--- config.mk ---
export PLATFORM = sky130hd
export DESIGN_NAME = timestamped_event_fifo
export DESIGN_NICKNAME = d
export VERILOG_FILES = /design/src/tsef_pkg.sv /design/src/timestamped_event_fifo.sv /design/src/tsef_queue.sv /design/src/tsef_stats.sv
export SDC_FILE = /design/constraint.sdc
export NUM_CORES = 2
export LEC_CHECK = 0
export BUFFER_PORTS_ARGS = -buffer_cell sky130_fd_sc_hd__buf_2
export CORE_MARGIN = 4
export CORE_UTILIZATION = 55
export CTS_BUF_LIST = sky130_fd_sc_hd__clkbuf_16
export DETAILED_ROUTE_END_ITERATION = 7
export PLACE_DENSITY = 0.67
export SETUP_SLACK_MARGIN = 0.3
export SYNTH_ARGS = -nofsm -noshare
export SYNTH_HDL_FRONTEND = slang
export SYNTH_SLANG_ARGS = --single-unit
--- constraint.sdc ---
create_clock -name clock -period 5.95 [get_ports clock]
set_input_delay 0.2975 -clock clock [delete_from_list [all_inputs] [get_ports clock]]
set_output_delay 0.2975 -clock clock [all_outputs]
set_load 0.1 [all_outputs]
--- src/tsef_pkg.sv ---
// Shared types and constants of the timestamped event queue.
// No dependencies; used by every module of the block.
package tsef_pkg;

   // Default sizes handed to the top level parameters.
   localparam int QUEUE_DEPTH_DEF = 32;
   localparam int TYPE_COUNT_DEF  = 16;

   // Field widths fixed by the item format.
   localparam int TYPE_W  = 4;
   localparam int WORD_W  = 32;
   localparam int CBEF_W  = 6;
   localparam int OP_W    = 2;

   // Stream payload widths, padded to whole bytes.
   localparam int REQ_TDATA_W = 72;
   localparam int RSP_TDATA_W = 112;
   localparam int RSP_PAD_W   = RSP_TDATA_W - (TYPE_W + 3 * WORD_W + CBEF_W);

   // Operation codes carried in the request tuser.
   typedef enum logic [OP_W-1:0] {
      OP_ENQUEUE = 2'd0,
      OP_DEQUEUE = 2'd1,
      OP_QUERY   = 2'd2,
      OP_CLEAR   = 2'd3
   } tsef_op_type;

   // Decoded operation of one accepted item.
   typedef struct packed {
      logic enq;
      logic deq;
      logic stat;
      logic clr;
   } tsef_cmd_type;

   // Queue status seen by the counter unit.
   typedef struct packed {
      logic full;
      logic empty;
   } tsef_qstat_type;

   // One stored queue entry.
   typedef struct packed {
      logic [WORD_W-1:0] stamp;
      logic [WORD_W-1:0] aux;
      logic [TYPE_W-1:0] etype;
   } tsef_entry_type;

endpackage

--- src/timestamped_event_fifo.sv ---
// Top level of the timestamped event queue: stream ports, stage control and
// output register. Depends on tsef_pkg, tsef_queue and tsef_stats.
//
// Each request item carries an operation in tuser (enqueue, dequeue,
// statistics query, clear) and returns exactly one response item, in order.
// The block takes one item per clock cycle unless the output stalls; a request
// passes the first stage register, then the output register. That rate is set
// by the entry store and the counter memory, each read once per item through a
// registered port, with the counter increment written back as the item leaves
// the first stage and forwarded to a request that reads the same counter. An
// output register lets a new request be accepted while an earlier response
// waits. The counters are cleared at reset through per-type valid bits, so no
// clearing pass is run. count_before carries the low six bits of the occupancy.
module timestamped_event_fifo #(
   parameter int QUEUE_DEPTH = tsef_pkg::QUEUE_DEPTH_DEF,
   parameter int TYPE_COUNT  = tsef_pkg::TYPE_COUNT_DEF
) (
   input  logic                             clock,
   input  logic                             reset,
   // tdata: event_type[3:0], aux_data[35:4], now_time[67:36], zero pad.
   input  logic [tsef_pkg::REQ_TDATA_W-1:0] req_tdata,
   // tuser: op[1:0].
   input  logic [tsef_pkg::OP_W-1:0]        req_tuser,
   input  logic                             req_tvalid,
   output logic                             req_tready,
   // tdata: out_type[3:0], out_aux[35:4], out_time[67:36], count_before[73:68],
   // stat_count[105:74], zero pad.
   output logic [tsef_pkg::RSP_TDATA_W-1:0] rsp_tdata,
   // tuser: overflow[0].
   output logic                             rsp_tuser,
   output logic                             rsp_tvalid,
   input  logic                             rsp_tready
);

   tsef_pkg::tsef_cmd_type   cmd;
   tsef_pkg::tsef_qstat_type qstat;

   logic [tsef_pkg::TYPE_W-1:0] event_type;
   logic [tsef_pkg::WORD_W-1:0] aux_data;
   logic [tsef_pkg::WORD_W-1:0] now_time;

   logic [tsef_pkg::TYPE_W-1:0] deq_type;
   logic [tsef_pkg::WORD_W-1:0] deq_aux;
   logic [tsef_pkg::WORD_W-1:0] deq_time;
   logic [tsef_pkg::CBEF_W-1:0] count_before;
   logic [tsef_pkg::WORD_W-1:0] stat_count;
   logic                        overflow;

   logic s1_valid_ff, s1_valid_in;
   logic rsp_valid_ff, rsp_valid_in;
   logic [tsef_pkg::RSP_TDATA_W-1:0] rsp_data_ff;
   logic                             rsp_user_ff;

   logic accept;
   logic s1_move;

   // Request payload fields.
   assign event_type = req_tdata[3:0];
   assign aux_data   = req_tdata[35:4];
   assign now_time   = req_tdata[67:36];

   // Operation decode.
   always_comb begin
      cmd = '0;
      case (tsef_pkg::tsef_op_type'(req_tuser))
         tsef_pkg::OP_ENQUEUE: begin
            cmd.enq = 1'b1;
         end
         tsef_pkg::OP_DEQUEUE: begin
            cmd.deq = 1'b1;
         end
         tsef_pkg::OP_QUERY: begin
            cmd.stat = 1'b1;
         end
         tsef_pkg::OP_CLEAR: begin
            cmd.clr = 1'b1;
         end
         default: begin
            cmd = '0;
         end
      endcase
   end

   // Stage control: the first stage moves on when the output register is free.
   assign s1_move    = s1_valid_ff && (!rsp_valid_ff || rsp_tready);
   assign req_tready = !s1_valid_ff || s1_move;
   assign accept     = req_tvalid && req_tready;

   always_comb begin
      s1_valid_in  = s1_valid_ff;
      rsp_valid_in = rsp_valid_ff;
      if (rsp_valid_ff && rsp_tready) begin
         rsp_valid_in = 1'b0;
      end
      if (s1_move) begin
         rsp_valid_in = 1'b1;
         s1_valid_in  = 1'b0;
      end
      if (accept) begin
         s1_valid_in = 1'b1;
      end
   end

   always_ff @(posedge clock) begin
      if (reset) begin
         s1_valid_ff  <= 1'b0;
         rsp_valid_ff <= 1'b0;
      end else begin
         s1_valid_ff  <= s1_valid_in;
         rsp_valid_ff <= rsp_valid_in;
      end
   end

   tsef_queue #(
      .QUEUE_DEPTH (QUEUE_DEPTH)
   ) u_queue (
      .clock        (clock),
      .reset        (reset),
      .accept       (accept),
      .cmd          (cmd),
      .event_type   (event_type),
      .aux_data     (aux_data),
      .now_time     (now_time),
      .status       (qstat),
      .deq_type     (deq_type),
      .deq_aux      (deq_aux),
      .deq_time     (deq_time),
      .count_before (count_before),
      .overflow     (overflow)
   );

   tsef_stats #(
      .TYPE_COUNT (TYPE_COUNT)
   ) u_stats (
      .clock      (clock),
      .reset      (reset),
      .accept     (accept),
      .commit     (s1_move),
      .cmd        (cmd),
      .status     (qstat),
      .event_type (event_type),
      .stat_count (stat_count)
   );

   // Output register, loaded when the first stage hands over its item.
   always_ff @(posedge clock) begin
      if (s1_move) begin
         rsp_data_ff <= {{tsef_pkg::RSP_PAD_W{1'b0}}, stat_count, count_before,
                         deq_time, deq_aux, deq_type};
         rsp_user_ff <= overflow;
      end
   end

   assign rsp_tdata  = rsp_data_ff;
   assign rsp_tuser  = rsp_user_ff;
   assign rsp_tvalid = rsp_valid_ff;

endmodule

--- src/tsef_queue.sv ---
// Circular entry store with head pointer and occupancy for the event queue.
// Depends on tsef_pkg for the command, status and entry types.
module tsef_queue #(
   parameter int QUEUE_DEPTH = tsef_pkg::QUEUE_DEPTH_DEF
) (
   input  logic                        clock,
   input  logic                        reset,
   input  logic                        accept,
   input  tsef_pkg::tsef_cmd_type      cmd,
   input  logic [tsef_pkg::TYPE_W-1:0] event_type,
   input  logic [tsef_pkg::WORD_W-1:0] aux_data,
   input  logic [tsef_pkg::WORD_W-1:0] now_time,
   output tsef_pkg::tsef_qstat_type    status,
   output logic [tsef_pkg::TYPE_W-1:0] deq_type,
   output logic [tsef_pkg::WORD_W-1:0] deq_aux,
   output logic [tsef_pkg::WORD_W-1:0] deq_time,
   output logic [tsef_pkg::CBEF_W-1:0] count_before,
   output logic                        overflow
);

   localparam int PTR_W = (QUEUE_DEPTH > 1) ? $clog2(QUEUE_DEPTH) : 1;
   localparam int CNT_W = $clog2(QUEUE_DEPTH + 1);
   localparam int SUM_W = PTR_W + 2;

   tsef_pkg::tsef_entry_type entry_mem [QUEUE_DEPTH];
   tsef_pkg::tsef_entry_type rd_entry_ff;
   tsef_pkg::tsef_entry_type wr_entry;

   logic [PTR_W-1:0] head_ff, head_in;
   logic [CNT_W-1:0] occ_ff, occ_in;
   logic             hit_ff, hit_in;
   logic             ovf_ff, ovf_in;
   logic [tsef_pkg::CBEF_W-1:0] cbef_ff;

   logic [SUM_W-1:0] tail_sum;
   logic [PTR_W-1:0] tail_slot;
   logic [PTR_W-1:0] head_step;
   logic             do_push;

   // Full and empty come straight from the occupancy.
   assign status.full  = (occ_ff == CNT_W'(QUEUE_DEPTH));
   assign status.empty = (occ_ff == '0);

   // Tail slot is head plus occupancy, folded once into the queue range.
   assign tail_sum  = SUM_W'(head_ff) + SUM_W'(occ_ff);
   assign tail_slot = (tail_sum >= SUM_W'(QUEUE_DEPTH)) ?
                      PTR_W'(tail_sum - SUM_W'(QUEUE_DEPTH)) : PTR_W'(tail_sum);
   assign head_step = (head_ff == PTR_W'(QUEUE_DEPTH - 1)) ? '0 : head_ff + 1'b1;

   assign do_push = accept && cmd.enq && !status.full;

   assign wr_entry.stamp = now_time;
   assign wr_entry.aux   = aux_data;
   assign wr_entry.etype = event_type;

   // Pointer and occupancy update for the accepted item.
   always_comb begin
      head_in = head_ff;
      occ_in  = occ_ff;
      hit_in  = hit_ff;
      ovf_in  = ovf_ff;
      if (accept) begin
         hit_in = cmd.deq && !status.empty;
         ovf_in = cmd.enq && status.full;
         if (do_push) begin
            occ_in = occ_ff + 1'b1;
         end
         if (cmd.deq && !status.empty) begin
            head_in = head_step;
            occ_in  = occ_ff - 1'b1;
         end
         if (cmd.clr) begin
            head_in = '0;
            occ_in  = '0;
         end
      end
   end

   always_ff @(posedge clock) begin
      if (reset) begin
         head_ff <= '0;
         occ_ff  <= '0;
         hit_ff  <= 1'b0;
         ovf_ff  <= 1'b0;
      end else begin
         head_ff <= head_in;
         occ_ff  <= occ_in;
         hit_ff  <= hit_in;
         ovf_ff  <= ovf_in;
      end
   end

   // Entry store: write at the tail on a push, read the oldest entry on every item.
   always_ff @(posedge clock) begin
      if (do_push) begin
         entry_mem[tail_slot] <= wr_entry;
      end
      if (accept) begin
         rd_entry_ff <= entry_mem[head_ff];
         cbef_ff     <= tsef_pkg::CBEF_W'(occ_ff);
      end
   end

   // Dequeue fields read as zero unless the item took an entry.
   assign deq_type     = hit_ff ? rd_entry_ff.etype : '0;
   assign deq_aux      = hit_ff ? rd_entry_ff.aux   : '0;
   assign deq_time     = hit_ff ? rd_entry_ff.stamp : '0;
   assign count_before = hit_ff ? cbef_ff           : '0;
   assign overflow     = ovf_ff;

endmodule

--- src/tsef_stats.sv ---
// Per-type push counters and running total of the event queue.
// Depends on tsef_pkg for the command and queue status types.
module tsef_stats #(
   parameter int TYPE_COUNT = tsef_pkg::TYPE_COUNT_DEF
) (
   input  logic                        clock,
   input  logic                        reset,
   input  logic                        accept,
   input  logic                        commit,
   input  tsef_pkg::tsef_cmd_type      cmd,
   input  tsef_pkg::tsef_qstat_type    status,
   input  logic [tsef_pkg::TYPE_W-1:0] event_type,
   output logic [tsef_pkg::WORD_W-1:0] stat_count
);

   localparam int ADDR_W = (TYPE_COUNT > 1) ? $clog2(TYPE_COUNT) : 1;
   localparam int EXT_W  = (ADDR_W + 1 > tsef_pkg::TYPE_W) ? ADDR_W + 1 : tsef_pkg::TYPE_W;

   logic [tsef_pkg::WORD_W-1:0] cnt_mem [TYPE_COUNT];
   logic [TYPE_COUNT-1:0]       valid_ff, valid_in;

   logic [EXT_W-1:0]  ev_ext;
   logic [ADDR_W-1:0] rd_addr;
   logic              in_range;
   logic              counted;

   logic [tsef_pkg::WORD_W-1:0] total_ff, total_in;
   logic [tsef_pkg::WORD_W-1:0] total_q_ff;
   logic [tsef_pkg::WORD_W-1:0] rd_q_ff;
   logic                        rd_vld_ff;
   logic                        fwd_ff;
   logic [tsef_pkg::WORD_W-1:0] fwd_data_ff;
   logic                        pend_ff, pend_in;
   logic [ADDR_W-1:0]           wr_addr_ff;
   logic                        sel_total_ff;
   logic                        sel_count_ff;

   logic [tsef_pkg::WORD_W-1:0] raw_count;
   logic [tsef_pkg::WORD_W-1:0] wr_data;
   logic                        wr_en;

   // Range check on the event type against the configured number of types.
   assign ev_ext   = EXT_W'(event_type);
   assign in_range = (ev_ext < EXT_W'(TYPE_COUNT));
   assign rd_addr  = ev_ext[ADDR_W-1:0];
   assign counted  = accept && cmd.enq && !status.full;

   // Counter value of the item in the first stage, with write forwarding.
   assign raw_count = fwd_ff ? fwd_data_ff : (rd_vld_ff ? rd_q_ff : '0);
   assign wr_data   = raw_count + 1'b1;
   assign wr_en     = commit && pend_ff;

   // Control updates: total, pending increment and valid bits.
   always_comb begin
      total_in = total_ff;
      pend_in  = pend_ff;
      valid_in = valid_ff;
      if (counted) begin
         total_in = total_ff + 1'b1;
      end
      if (accept) begin
         pend_in = counted && in_range;
      end
      if (wr_en) begin
         valid_in[wr_addr_ff] = 1'b1;
      end
   end

   always_ff @(posedge clock) begin
      if (reset) begin
         total_ff <= '0;
         pend_ff  <= 1'b0;
         valid_ff <= '0;
      end else begin
         total_ff <= total_in;
         pend_ff  <= pend_in;
         valid_ff <= valid_in;
      end
   end

   // Counter memory: write back the increment, read the item's counter.
   always_ff @(posedge clock) begin
      if (wr_en) begin
         cnt_mem[wr_addr_ff] <= wr_data;
      end
      if (accept) begin
         rd_q_ff      <= cnt_mem[rd_addr];
         rd_vld_ff    <= valid_ff[rd_addr];
         fwd_ff       <= wr_en && (wr_addr_ff == rd_addr);
         fwd_data_ff  <= wr_data;
         wr_addr_ff   <= rd_addr;
         total_q_ff   <= total_ff;
         sel_total_ff <= cmd.stat && (event_type == '0);
         sel_count_ff <= cmd.stat && (event_type != '0) && in_range;
      end
   end

   // Query answer: running total for type zero, else the type's counter, or zero for a type out of range.
   assign stat_count = sel_total_ff ? total_q_ff : (sel_count_ff ? raw_count : '0);

endmodule

==> impl_metrics.tcl <==
set metrics [dict create \
    gp_congestion 0.815 \
    h-tree-depth 5 \
    clockBufferDepth 4 \
    cts_buffers 317 \
    final_common_cell "edfxtp_1" \
    synth_seq_cells 3037 \
    drive_gt1_share_pct 23.5 \
    clkSlewWorstSetupHoldPaths_ns 0.06 \
    rsz0062_at_grt "false" \
    drtIter0Drc 6559 \
    grt_util_all_layers_pct 25.5 \
    area_growth_pct 12.8 \
    rows 169 \
    fin_setup_tns_ns 0 \
    cts_root_buf "clkbuf_16" \
    crit_fanout 8 \
    worstSetupPathType "reg2reg" \
    fmax_mhz 225 \
    fill_cells 14486 \
    final-hold-violation-count 0 \
    coreArea_um2 212000 \
    ant_nets 0 \
    syn_area_um2 117000 \
    arrival_ns 5.28 \
    slew_violations 0 \
    clock_skew_ns 0.0676 \
    ios 193 \
    ys_types 75 \
    p_per_area_nw_per_um2 333 \
    min_path_type "in2reg" \
    hold_buffers 74 \
    via_count 57941 \
    p_total_mw 44.0 \
    drt-total-wl_um 279000 \
    final-setup-viol-count 0 \
    cp-end-kind "flip-flop" \
    clk_latency_ns 0.95 \
    drc 0 \
    mostFrequentLayoutCells "edfxtp_1, mux4_2, clkbuf_16, mux2i_1, buf_2" \
    post_cts.repair.setup_buffers 0 \
    port_buffers 182 \
    first_pass_iters 6 \
    final_nets 6082 \
    ys_top_cells_by_area "edfxtp_1, mux4_2, mux2i_1" \
    yosysWarnings 0 \
    cap_violations 0 \
    place_hpwl_um 140000 \
    grt_pass1_vias 57827 \
    die_y_um 469 \
    cts-resized-gates 0 \
    avgRoutedWirePerCell_um 30.9 \
    synth-async-reset-ratio_pct 0 \
    synth_cells 5587 \
    worst_pin_slew_ns 1.31 \
    hold_slack_ns 0.0799 \
    cp.required_ns 6.79 \
    initial_core_util_pct 55.2 \
    avgSynthCellArea_um2 20.9 \
    status "complete, no violations" \
    max-slew-margin-rel_pct 12.1 \
    antenna_found_initial 16 \
    die-area_um2 220000 \
    yosysTopAreaCellShare_pct 76.3 \
    synth_edf_count 2973 \
    vias_per_cell 6.41 \
    seq_area_frac_synth_pct 77.4 \
    fin_crit_ns 4.45 \
    cts_tree "yes" \
    grt_max_degree 135 \
    p_leak_nw 40.8 \
    die_x_um 469 \
    finalCritPeriodShare_pct 74.7 \
    startpoint_type "flip-flop" \
    grt_pass1_wl_um 404000 \
    grt_overflow 0 \
    peakVddDrop_uv 375 \
    cts_sinks 3037 \
    synth_ff_type "edfxtp_1" \
    synth_top_area_cell "edfxtp_1" \
]
## per-stage QoR
stage          cells  area [um2]  util (%)  worst slack, ns
2_1_floorplan   5592      117000         -            0.704
3_3_place_gp    8418      122000      57.4             1.82
3_5_place_dp    8418      122000      57.4             1.81
4_1_cts         9027      132000      62.3             1.60
5_1_grt         9029      132000      62.3             1.23
6_report        9038      132000      62.3             1.50
## power by group
group	switching [mW]	internal (mW)	total (mW)
clock	7.79	10.7	18.5
sequential	0.0890	23.7	23.8
combinational	1.16	0.637	1.80
total	9.05	35.0	44.0
## state kept, by name, summed over array words and instances (netlist names), 4 cells and up
name                 cells
u_stats.cnt_mem        512
u_stats.wr_addr_ff       4
u_stats.valid_ff        16
rsp_tdata              106
u_queue.occ_ff           6
u_stats.total_q_ff      32
u_queue.cbef_ff          6
u_queue.entry_mem     2176
u_stats.fwd_data_ff     32
u_stats.rd_q_ff         32
u_queue.head_ff          5
u_stats.total_ff        32
u_queue.rd_entry_ff     68
## synth_stat cells (22+ instances only)
cell / count
and2_1: 85
xnor2_1: 45
buf_1: 32
o221ai_1: 123
dfxtp_1: 64
mux2i_1: 316
a21oi_1: 86
a21boi_0: 50
o21ai_0: 93
o311ai_0: 24
buf_2: 65
nor3_1: 27
edfxtp_1: 2973
nor2_1: 113
o22ai_1: 84
xor2_1: 22
mux4_2: 557
nor2b_1: 72
a22oi_1: 22
nand3_1: 50
o31ai_1: 55
clkbuf_1: 166
nand2_1: 110
buf_6: 37
mux2_2: 95
## metal layers
| layer | global-route usage, % | wire length [um] |
|---|---|---|
| met4 | 6.74 | 6750 |
| met5 | 0 | 52 |
| met2 | 40.1 | 134000 |
| met3 | 4.54 | 23100 |
| met1 | 37.5 | 115000 |
## cells by family after synthesis
group	count (synthesis)	synth area share, %
AO/OA/AOI/OAI	593	3.53
XOR/XNOR	67	0.502
adder cells (fa/ha/maj)	14	0.163
buffers and inverters	340	1.48
flip-flops	3037	77.4
multiplexers	968	14.3
other	1	0.00321
AND/OR/NAND/NOR	567	2.58
## worst paths after layout
kind | startpoint | slack (ns) | endpoint | depth (start not counted)
setup reg to reg | u_queue.occ_ff[0] | 1.50 | u_queue.occ_ff[5] | 10
hold / removal | req_tdata[0] | 0.08 | u_stats.wr_addr_ff[0] | 1
hold reg to reg | u_stats.valid_ff[11] | 0.47 | u_stats.valid_ff[11] | 2
setup / recovery | u_queue.occ_ff[0] | 1.50 | u_queue.occ_ff[5] | 10
## critical path: stages, from the launching register on
cell and delay, ns:
dfxtp_1 0.43, or4_1 0.74, o311ai_0 0.78, inv_1 0.29
ha_1 0.44, o21ai_0 0.13, o21a_1 0.23, or4_1 0.48
a21oi_1 0.17, o32ai_1 0.09, dlygate4sd3_1 0.58
## cell type report
| cell class | count | area (um2) | share of cell area [%] |
|---|---|---|---|
| clock inverter | 211 | 1450 | 1.10 |
| tap | 2821 | 3530 | 2.67 |
| antenna | 11 | 27.5 | 0.0209 |
| clock buffer | 324 | 8110 | 6.14 |
| multi-input combinational | 2215 | 25100 | 19.0 |
| timing repair buffer | 400 | 3120 | 2.36 |
| sequential | 3037 | 90600 | 68.6 |
| inverter | 19 | 78.8 | 0.0597 |
Note: power is estimated with default switching activity, not from simulation.
